## src/rtl/stm_pkg.sv

```systemverilog
`timescale 1ns / 1ps

package stm_pkg;

  // Fixed field widths of the request, result and configuration items.
  localparam int unsigned KEY_W      = 16;
  localparam int unsigned TOT_W      = 32;
  localparam int unsigned FIX_W      = 48;
  localparam int unsigned TS_W       = 64;
  localparam int unsigned WGT_W      = 16;
  localparam int unsigned CFG_IDX_W  = 2;
  localparam int unsigned CFG_DATA_W = 16;

  localparam logic             ENABLE_RST = 1'b1;
  localparam logic [WGT_W-1:0] SMOOTH_RST = 16'd3932;
  localparam logic [WGT_W-1:0] DECAY_RST  = 16'd63570;

  typedef enum logic [CFG_IDX_W-1:0] {
    CFG_ENABLE = 2'd0,
    CFG_SMOOTH = 2'd1,
    CFG_DECAY  = 2'd2
  } cfg_idx_e;

  typedef enum logic {
    CMD_ADD   = 1'b0,
    CMD_FRAME = 1'b1
  } cmd_e;

  typedef enum logic [2:0] {
    ST_IDLE,
    ST_FDIFF,
    ST_FMUL,
    ST_FADD,
    ST_ROT,
    ST_EMPTY
  } state_e;

  // One section slot as it travels along the cell chain.
  typedef struct packed {
    logic             used;
    logic [KEY_W-1:0] key;
    logic [TOT_W-1:0] total;
    logic [FIX_W-1:0] avg;
    logic [FIX_W-1:0] peak;
  } slot_t;

  // Tick count to fixed point, saturating at the top of the fixed-point range.
  function automatic logic [FIX_W-1:0] to_fixed(input logic [TS_W-1:0] t,
                                                input int unsigned frac);
    logic [TS_W-1:0] upper;
    logic [TS_W-1:0] shifted;
    upper   = t >> (FIX_W - frac);
    shifted = t << frac;
    if (upper != '0) begin
      return '1;
    end
    return shifted[FIX_W-1:0];
  endfunction

  // Multiply by an unsigned 16-bit fraction, truncated.
  function automatic logic [FIX_W-1:0] frac_mul(input logic [FIX_W-1:0] a,
                                                input logic [WGT_W-1:0] w);
    logic [FIX_W+WGT_W-1:0] p;
    p = (FIX_W+WGT_W)'(a) * (FIX_W+WGT_W)'(w);
    return p[FIX_W+WGT_W-1:WGT_W];
  endfunction

endpackage

```

## src/rtl/stm_cell.sv

```systemverilog
`timescale 1ns / 1ps

module stm_cell (
  input  logic                      clk_i,
  input  logic                      rst_ni,
  input  logic                      shift_i,
  input  stm_pkg::slot_t            shift_data_i,
  input  logic                      add_i,
  input  logic [stm_pkg::KEY_W-1:0] key_i,
  input  logic [stm_pkg::TOT_W-1:0] dur_i,
  input  logic                      prev_used_i,
  input  logic                      any_hit_i,
  output stm_pkg::slot_t            data_o,
  output logic                      hit_o
);
  import stm_pkg::*;

  logic             used_q, used_d;
  logic [KEY_W-1:0] key_q, key_d;
  logic [TOT_W-1:0] total_q, total_d;
  logic [FIX_W-1:0] avg_q, avg_d;
  logic [FIX_W-1:0] peak_q, peak_d;
  logic [TOT_W:0]   sum;
  logic             claim;

  assign hit_o = used_q && (key_q == key_i);
  // Slots fill from the bottom, so the first free cell sits just above a used one.
  assign claim = add_i && !any_hit_i && !used_q && prev_used_i;
  assign sum   = {1'b0, total_q} + {1'b0, dur_i};

  always_comb begin
    used_d  = used_q;
    key_d   = key_q;
    total_d = total_q;
    avg_d   = avg_q;
    peak_d  = peak_q;
    priority if (shift_i) begin
      used_d  = shift_data_i.used;
      key_d   = shift_data_i.key;
      total_d = shift_data_i.total;
      avg_d   = shift_data_i.avg;
      peak_d  = shift_data_i.peak;
    end else if (add_i && hit_o) begin
      total_d = sum[TOT_W] ? '1 : sum[TOT_W-1:0];
    end else if (claim) begin
      used_d  = 1'b1;
      key_d   = key_i;
      total_d = dur_i;
      avg_d   = '0;
      peak_d  = '0;
    end else begin
      used_d  = used_q;
    end
  end

  always_ff @(posedge clk_i or negedge rst_ni) begin
    if (!rst_ni) begin
      used_q <= 1'b0;
    end else begin
      used_q <= used_d;
    end
  end

  always_ff @(posedge clk_i) begin
    key_q   <= key_d;
    total_q <= total_d;
    avg_q   <= avg_d;
    peak_q  <= peak_d;
  end

  assign data_o = '{used: used_q, key: key_q, total: total_q, avg: avg_q, peak: peak_q};

endmodule

```

## config.mk

```make
export PLATFORM = sky130hd
export DESIGN_NAME = stm_cell
export DESIGN_NICKNAME = d
export VERILOG_FILES = /design/src/rtl/stm_pkg.sv /design/src/rtl/stm_cell.sv
export SDC_FILE = /design/constraint.sdc
export NUM_CORES = 1
export LEC_CHECK = 0
export BUFFER_PORTS_ARGS = -buffer_cell sky130_fd_sc_hd__clkbuf_2
export CORE_UTILIZATION = 38
export CTS_CLUSTER_SIZE = 20
export DETAILED_ROUTE_END_ITERATION = 10
export HOLD_SLACK_MARGIN = 0.05
export PLACE_DENSITY_LB_ADDON = 0.1
export SLEW_MARGIN = 10
export SYNTH_ARGS = -nofsm -noshare
export SYNTH_HDL_FRONTEND = slang
export SYNTH_SLANG_ARGS = --single-unit
```

## constraint.sdc

```tcl
create_clock -name clk_i -period 6.85 [get_ports clk_i]
set_clock_uncertainty 0.15 [all_clocks]
set_input_delay 1.37 -clock clk_i [delete_from_list [all_inputs] [get_ports clk_i]]
set_output_delay 1.37 -clock clk_i [all_outputs]
set_load 0.005 [all_outputs]
```

==> run_results.csv <==
group,metric,value,unit
flow_run,drv_cap,0,
yosys,post-synth-top-count-cell,"edfxtp_1",
power,power.density,237,nW/um^2
setup_path,path_class,"in -> reg",
yosys,seq_area_frac_synth,0.559,
run_status,status,"finished, final reports clean",
setup_path,crit_path_end_kind,"flip-flop",
cts,clkSinkCount,145,
yosys,synth-async-reset-ratio,0.00690,
floorplanning,die_y,145,um
timing,worst_slew_pin_slew,855,ps
yosys,yosysWarnings,0,
placement,dp_hpwl,17.8,mm
power,p_leak,4.55,nW
setup_path,worst_ep_required_time,6840,ps
floorplanning,pin_count,345,
yosys,postSynthAreaPerCell,11.6,um^2
global_route,overflow,0,
setup_path,crit_path_start_kind,"input port",
power,ir_worst_vdd,0.000161,V
yosys,syn_area,7780,um^2
timing,fmax,228,MHz
global_route,antenna_found_initial,0,
cts,cts_hold_buf,0,
yosys,synth_cells,672,
yosys,synth_common_cells,"edfxtp_1, and2_1, nand2_1",
yosys,synthTopCellsByArea,"edfxtp_1, and2_1, ha_1",
setup_path,crit_fanout,27,
timing,finalWorstSetupSlack,2460,ps
cts,clk_path_buf_depth,2,
yosys,ys.flop_type,"edfxtp_1",
placement,place_inst,1248,
floorplanning,core-area,19800,um^2
cts,clk_latency,420,ps
timing,finalHoldViolations,0,
route,ant_nets,0,
route,drc,0,
cts,root_buffer,"clkbuf_16",
global_route,grt_max_degree,92,
cts,htree_levels,4,
yosys,synth-seq-cells,145,
timing,slew-limit-headroom,0.430,
timing,fin_crit_sh,0.641,
cts,numCtsBuffers,17,
finish,diodes,0,
global_route,grt_pass1_wl,35.8,mm
yosys,synth_top_area_cell,"edfxtp_1",
global_route,grt.total_usage,0.221,
cts,clkTransAtPathRegs,70,ps
route,drtPass1Iterations,4,
placement,pre_cts_ws,2030,ps
placement,io_buffers,344,
finish,drive_gt1_frac,0.401,
route,vias_per_cell,4.93,
route,post_drt_wl_per_cell,18.2,um
yosys,synth_top_area_share,0.555,
timing,finalSetupTns,0,ps
yosys,synth_cell_types,57,
placement,gp_congestion,0.814,
floorplanning,dieArea,21100,um^2
finish,stdcell_count,1279,
global_route,grt_pass1_vias,6460,
yosys,synth_edf_count,144,
global_route,met3_usage,0.0925,
floorplanning,rows,51,
finish,syn2layout_area_growth,31.9,%
timing,min_period,4390,ps
timing,finalSetupViolCount,0,
floorplanning,die-width,145,um
timing,timing.hold.ws,562,ps
timing,grt_setup_unrepaired,"no",
cts,cts_resized,0,
global_route,grt_use_met1,0.247,
global_route,top_usage_layer,"met2",
cts,tritoncts,"yes",
finish,nets,1234,
route,drt-total-wl,23.3,mm
floorplanning,initial_utilization,0.394,
setup_path,cp.arrival,4380,ps
cts,post-cts-setup-buffers,0,
route,drt-initial-drc-count,273,
global_route,use_met2,0.379,
timing,slew_viol_final,0,
min_path,min_path_type,"in -> async",
route,num_vias,6303,
yosys,synth_nets,904,
[final timing paths]
path | from | end | slack [ps] | cells past startpoint
hold reg to reg | used_q | used_q | 580 | 2
max in group asynchronous | rst_ni | used_q | 5900 | 1
setup / recovery | dur_i[0] | total_q[28] | 2460 | 13
setup reg to reg | total_q[0] | total_q[28] | 3120 | 12
min in group clk_i | used_q | used_q | 580 | 2
hold / removal | rst_ni | used_q | 560 | 1
[critical path, cell delays in order]
cell and delay (ps):
clkbuf_2 90, ha_1 230, fa_1 440, a211oi_2 280, o31ai_2 150, o211ai_2 220
a31oi_2 190, a41oi_2 290, nor3b_1 80, or4_1 490, buf_4 270, o22ai_1 200
o21ai_1 80
[registers in the layout (all words and copies together) (netlist names)]
| register | count |
|---|---|
| used_q | 1 |
| total_q | 32 |
| peak_q | 48 |
| key_q | 16 |
| avg_q | 48 |
[layout by cell type (no fill, tap or decap), drive strengths merged, types with 4 or more instances in the layout]
cell type  netlist  final
nand2b           4      4
mux2            16     16
ha              32     32
nand4            7      7
nand3           10     10
and2           101    101
xnor2           30     30
clkbuf          29    360
o21ai           43     43
nor2b            6      6
a21oi           40     40
nand2           58     58
edfxtp         144    144
o22ai           26     26
clkinv           0      4
o31ai            7      7
inv              6     15
o2111ai          4      4
and3             4      4
xor2            12     12
a21o            15     15
buf              8      5
nor2            28     28
[power by group]
part           leakage [nW]  switching, W  internal, W
registers              1.47     0.0000274      0.00105
logic                  2.81      0.000239     0.000208
clock network         0.275      0.000420     0.000482
[through the flow]
stage | power, W | instance area [um^2] | utilization
floorplan | 0.00136 | 7780 | -
global placement | 0.00155 | 9700 | 0.490
detailed placement | 0.00155 | 9700 | 0.490
CTS | 0.00245 | 10300 | 0.519
global route | 0.00254 | 10300 | 0.519
finish | 0.00243 | 10300 | 0.519
[final cells by class]
cell class / instances / area (um^2)
Fill cell: 1872 / 9510
Sequential cell: 145 / 4350
Multi-Input combinational cell: 484 / 3240
Timing Repair Buffer: 348 / 1750
Clock buffer: 17 / 425
Tap cell: 265 / 332
Clock inverter: 14 / 141
Inverter: 6 / 22.5
[metal layers]
metal	up-vias	wire length, um
met1	2917	9140
met3	25	2090
met2	220	11600
met4	0	460
met5	-	0
li1	3141	-
[cells by family after synthesis]
family / Yosys count / share of synthesized area
AND/OR/NAND/NOR: 236 / 0.162
AO/OA/AOI/OAI: 157 / 0.130
flip-flops: 145 / 0.559
buffers and inverters: 43 / 0.0249
XOR/XNOR: 42 / 0.0473
adder cells (fa/ha/maj): 33 / 0.0540
multiplexers: 16 / 0.0231
Note: power is estimated with default switching activity, not from simulation.
