[src/rtl/stm_pkg.sv]
`timescale 1ns / 1ps

package stm_pkg;

  // Fixed field widths of the request, result and configuration items.
  localparam int unsigned KEY_W      = 16;
  localparam int unsigned TOT_W      = 32;
  localparam int unsigned FIX_W      = 48;
  localparam int unsigned TS_W       = 64;
  localparam int unsigned WGT_W      = 16;
  localparam int unsigned CFG_IDX_W  = 2;
  localparam int unsigned CFG_DATA_W = 16;

  localparam logic             ENABLE_RST = 1'b1;
  localparam logic [WGT_W-1:0] SMOOTH_RST = 16'd3932;
  localparam logic [WGT_W-1:0] DECAY_RST  = 16'd63570;

  typedef enum logic [CFG_IDX_W-1:0] {
    CFG_ENABLE = 2'd0,
    CFG_SMOOTH = 2'd1,
    CFG_DECAY  = 2'd2
  } cfg_idx_e;

  typedef enum logic {
    CMD_ADD   = 1'b0,
    CMD_FRAME = 1'b1
  } cmd_e;

  typedef enum logic [2:0] {
    ST_IDLE,
    ST_FDIFF,
    ST_FMUL,
    ST_FADD,
    ST_ROT,
    ST_EMPTY
  } state_e;

  // One section slot as it travels along the cell chain.
  typedef struct packed {
    logic             used;
    logic [KEY_W-1:0] key;
    logic [TOT_W-1:0] total;
    logic [FIX_W-1:0] avg;
    logic [FIX_W-1:0] peak;
  } slot_t;

  // Tick count to fixed point, saturating at the top of the fixed-point range.
  function automatic logic [FIX_W-1:0] to_fixed(input logic [TS_W-1:0] t,
                                                input int unsigned frac);
    logic [TS_W-1:0] upper;
    logic [TS_W-1:0] shifted;
    upper   = t >> (FIX_W - frac);
    shifted = t << frac;
    if (upper != '0) begin
      return '1;
    end
    return shifted[FIX_W-1:0];
  endfunction

  // Multiply by an unsigned 16-bit fraction, truncated.
  function automatic logic [FIX_W-1:0] frac_mul(input logic [FIX_W-1:0] a,
                                                input logic [WGT_W-1:0] w);
    logic [FIX_W+WGT_W-1:0] p;
    p = (FIX_W+WGT_W)'(a) * (FIX_W+WGT_W)'(w);
    return p[FIX_W+WGT_W-1:WGT_W];
  endfunction

endpackage

[src/rtl/stm_update.sv]
`timescale 1ns / 1ps

module stm_update #(
  parameter int unsigned FRAC_BITS = 16
) (
  input  logic                      clk_i,
  input  logic                      rst_ni,
  input  logic                      adv_i,
  input  logic [stm_pkg::WGT_W-1:0] smooth_i,
  input  logic [stm_pkg::WGT_W-1:0] decay_i,
  input  stm_pkg::slot_t            slot_i,
  output stm_pkg::slot_t            res_o
);
  import stm_pkg::*;

  // First stage: fixed-point total, distance to the average, decayed peak.
  logic [FIX_W-1:0] x_a, diff_a, pdec_a;
  logic             ge_a;

  assign x_a    = to_fixed(TS_W'(slot_i.total), FRAC_BITS);
  assign ge_a   = x_a >= slot_i.avg;
  assign diff_a = ge_a ? (x_a - slot_i.avg) : (slot_i.avg - x_a);
  assign pdec_a = frac_mul(slot_i.peak, decay_i);

  logic             s1_used_q;
  slot_t            s1_slot_q;
  logic [FIX_W-1:0] s1_x_q, s1_diff_q, s1_pdec_q;
  logic             s1_ge_q;

  logic             s2_used_q;
  slot_t            s2_slot_q;
  logic [FIX_W-1:0] s2_x_q, s2_step_q, s2_pdec_q;
  logic             s2_ge_q;

  always_ff @(posedge clk_i or negedge rst_ni) begin
    if (!rst_ni) begin
      s1_used_q <= 1'b0;
      s2_used_q <= 1'b0;
    end else if (adv_i) begin
      s1_used_q <= slot_i.used;
      s2_used_q <= s1_used_q;
    end
  end

  always_ff @(posedge clk_i) begin
    if (adv_i) begin
      s1_slot_q <= slot_i;
      s1_x_q    <= x_a;
      s1_ge_q   <= ge_a;
      s1_diff_q <= diff_a;
      s1_pdec_q <= pdec_a;
      s2_slot_q <= s1_slot_q;
      s2_x_q    <= s1_x_q;
      s2_ge_q   <= s1_ge_q;
      s2_step_q <= frac_mul(s1_diff_q, smooth_i);
      s2_pdec_q <= s1_pdec_q;
    end
  end

  // Final step: move the average toward the sample, hold the larger peak.
  always_comb begin
    res_o       = s2_slot_q;
    res_o.used  = s2_used_q;
    res_o.avg   = s2_ge_q ? (s2_slot_q.avg + s2_step_q) : (s2_slot_q.avg - s2_step_q);
    res_o.peak  = (s2_x_q > s2_pdec_q) ? s2_x_q : s2_pdec_q;
  end

endmodule

[config.mk]
export PLATFORM = sky130hd
export DESIGN_NAME = stm_update
export DESIGN_NICKNAME = d
export VERILOG_FILES = /design/src/rtl/stm_pkg.sv /design/src/rtl/stm_update.sv
export SDC_FILE = /design/constraint.sdc
export NUM_CORES = 2
export LEC_CHECK = 0
export BUFFER_PORTS_ARGS = -buffer_cell sky130_fd_sc_hd__clkbuf_2
export CORE_MARGIN = 2
export CORE_UTILIZATION = 55
export CTS_CLUSTER_SIZE = 8
export DETAILED_ROUTE_END_ITERATION = 8
export PLACE_DENSITY = 0.73
export SYNTH_ARGS = -nofsm -noshare
export SYNTH_HDL_FRONTEND = slang
export SYNTH_SLANG_ARGS = --single-unit
[constraint.sdc]
create_clock -name clk_i -period 10 [get_ports clk_i]
set_clock_uncertainty 0.15 [all_clocks]
set_input_delay 1 -clock clk_i [delete_from_list [all_inputs] [get_ports clk_i]]
set_output_delay 1 -clock clk_i [all_outputs]
set_load 0.05 [all_outputs]
==> key figures <==
Placed design
  – GPL Wtd Cong: 0.998
  – Port-buffer cells: approximately 320
  – Post-DP HPWL: about 150 mm
  – Place WS: 1.25 ns

Logic synthesis
  – Ys async rst share: 0.517%
  – Avg Inst Size Synth: 9.37 sq um
  – Post-synthesis sequential area ratio: 17.2%
  – Synth area leader: fa_1
  – Ys flop type: edfxtp_1
  – Post-synth EDFFs: about 390
  – Mapped Cells: 7197
  – Most frequent cell after synthesis: inv_1
  – Distinct cells, synth: 81
  – Number of synthesis warnings: 0
  – Most common library cells after synthesis: inv_1, fa_1, nand2_1, and2_1, ha_1
  – Share of the synthesized area in the top cell type: 38.1%
  – Dominant cells by area after synthesis: fa_1, edfxtp_1, inv_1
  – Yosys reg bits: 387
  – Post-synth net total: 9070
  – Mapped cell area: 67400 sq um

GRT
  – All-Layer GR Usage: 30.9%
  – GR Overflow Total: 0
  – Met2 usage: 52.7%
  – GRT Max-Usage Layer: met2
  – Largest net degree at the start of global routing: 146
  – Vias in the first global route: 54755
  – First-pass GRT wire length: 301 mm
  – M3 GR Usage: under 10%
  – Initial antenna violation count: 4
  – Met1 GRT Util: 37.0%

CTS
  – CTS tree: built
  – Clock Latency Late Sink: 0.63 ns
  – H-tree Lvls: 2
  – CTS Buffer Depth: 3
  – CTS Buf Count: 56
  – Post-CTS Setup Bufs: 0
  – Clock sinks: 387
  – Reg clk slew, reported paths: 0.07 ns
  – CTS root buffer: clkbuf_16

Setup path
  – Worst EP required: 10.21 ns
  – Most frequent CP cell: fa_1
  – Crit path max-delay family: adder cells
  – Crit Path Category: in -> reg
  – WP data arrival: 8.45 ns
  – Crit path largest cell delay: roughly 0.82 ns
  – Crit start category: input port
  – Crit-path max FO: 26
  – Crit. End Element: register
  – Critical-path top delay cell: a211oi_1
  – CP bufs+invs: 6
  – Cell chain of the critical path: clkbuf_2, buf_4, and2_1, fa_1, inv_1, fa_1, inv_1, fa_1, fa_1, fa_1, inv_1, fa_1, inv_1, ha_1, a21oi_1, o21ai_0, a21oi_1, o21ai_0, o2111a_1, a211oi_1, o311a_1, o21ai_0, a21o_1, xnor2_1

STA
  – Final setup viols: 0
  – Min Tclk post-route: 8.24 ns
  – Final Hold Slack: 0.240 ns
  – Tcrit/Tclk final: 82.4%
  – Setup WS post-layout: 1.76 ns
  – Max-slew violation count: 0
  – RSZ-0062 raised after global routing: no
  – Fmax: 0.121 GHz
  – Final hold vios: 0
  – Setup TNS: 0 ns
  – Max-slew headroom: 26.3%
  – Worst-Margin Slew: between 1 and 1.5 ns

Routing
  – Vias per std cell: 5.70
  – Routed WL per cell: 21.5 um
  – Iteration-0 DRC count of the detailed router: 3618
  – 1st-pass router iterations: 6
  – Final wirelength: 190 mm
  – DRC Markers: 0
  – Vias: 50528
  – Final ANT Viol Nets: 0

Die
  – Die area: roughly 130000 sq um
  – Die height: 354 um
  – Core area: ~120000 sq um
  – Initial cell density of the core: 55.4%
  – Standard-cell rows: 128
  – IO Count: 325
  – Die width: 354 um

Finish
  – Synthesis-to-finish area growth: 5.76%
  – Share of layout cells above drive strength 1: 7.10%
  – Final-stage net count: 9105

Job
  – Max Cap Viol: 0

Hold path
  – Hold Crit Class: reg -> reg

Run status
  – Outcome: completed
==> path summary, 6_finish.rpt <==
path	start	end	slack, ns	cells after the start
max in group asynchronous	rst_ni	s1_used_q$_DFFE_PN0P_	9.03	2
hold reg to reg	s1_x_q[19]$_DFFE_PP_	s2_x_q[19]$_DFFE_PP_	0.24	0
min in group asynchronous	rst_ni	s2_used_q$_DFFE_PN0P_	0.56	2
hold / removal	s1_x_q[19]$_DFFE_PP_	s2_x_q[19]$_DFFE_PP_	0.24	0
setup reg to reg	s1_diff_q[11]$_DFFE_PP_	s2_step_q[45]$_DFFE_PP_	1.93	21
setup / recovery	smooth_i[4]	s2_step_q[47]$_DFFE_PP_	1.76	24
==> routing by layer <==
metal	share of wire (%)	wire [um]
met3	10	19000
met1	36	69100
met5	0	0
met4	4.9	9400
met2	49	93000
==> worst register-to-register path, cell delays in order (launching register included) <==
cell      delay [ns]
edfxtp_1        0.96
nand2_1         0.21
fa_1            0.56
fa_1            0.51
fa_1            0.52
inv_1           0.06
fa_1            0.50
fa_1            0.49
inv_1           0.05
fa_1            0.48
inv_1           0.05
ha_1            0.38
nand3_1         0.10
or4_1           0.47
a211oi_1        0.33
o31a_1          0.40
o21ai_0         0.26
a21o_1          0.22
a211oi_1        0.50
o21ai_0         0.28
o21ai_0         0.25
xor2_1          0.11
==> logic make-up (layout without fill, tap and decap cells) <==
logic type | count (synthesis) | in the layout | share of synthesized area (%)
multiplexers | 41 | 41 | 0.673
adder cells (fa/ha/maj) | 1693 | 1693 | 45.7
XOR/XNOR | 239 | 239 | 3.10
AND/OR/NAND/NOR | 2135 | 2135 | 14.8
AO/OA/AOI/OAI | 795 | 795 | 7.54
other | 0 | 1 | 0
flip-flops | 387 | 387 | 17.2
buffers and inverters | 1907 | 1948 | 10.9
==> metrics by stage <==
stage                     utilization (%)  area (sq um)  instances
after global routing                 58.6         71300       8863
after floorplan                         -         67400       7197
final                                58.6         71300       8864
after detailed placement             57.4         69800       8798
after global placement               57.4         69800       8798
after CTS                            58.6         71300       8863
==> registers in the layout, indices dropped and copies added, names as in the netlist, 16 cells and up <==
register,cells
s1_x_q,32
res_o,16
s1_slot_q,64
s2_x_q,32
s1_diff_q,47
s1_pdec_q,48
s2_pdec_q,48
s2_slot_q,48
s2_step_q,48
==> repair_timing <==
item                       in CTS  in global routing
hold buffers                    1                  0
hold endpoints to repair        2                  0
setup endpoints to repair       0                  0
resized for setup               0                  0
==> layout make-up <==
cell class,count,area [sq um]
Fill cell,10535,50400
Clock inverter,7,77.6
Sequential cell,387,11600
Inverter,1502,5640
Multi-Input combinational cell,4903,48500
Timing Repair Buffer,382,2080
Tap cell,1625,2030
Clock buffer,57,1410
Antenna cell,1,2.50
==> placed cells by master, fill, tap and decap left out, types with 35 or more instances in the layout <==
cell and n:
inv_1 1501, fa_1 1284, nand2_1 1191, and2_1 509, ha_1 409, edfxtp_1 385, clkbuf_2 323, a21oi_1 276
xnor2_1 138, o21ai_0 136, nor2_1 135, a21o_1 121, xor2_1 101, clkbuf_16 56, buf_4 56, nand4_1 49
nand3_1 49, nor2b_1 42, o21bai_1 38, nor3_1 37, and3_1 36, mux2_2 35
Power is not shown: default switching activity piles up to over one toggle a cycle in this logic, so the estimate is an artifact.
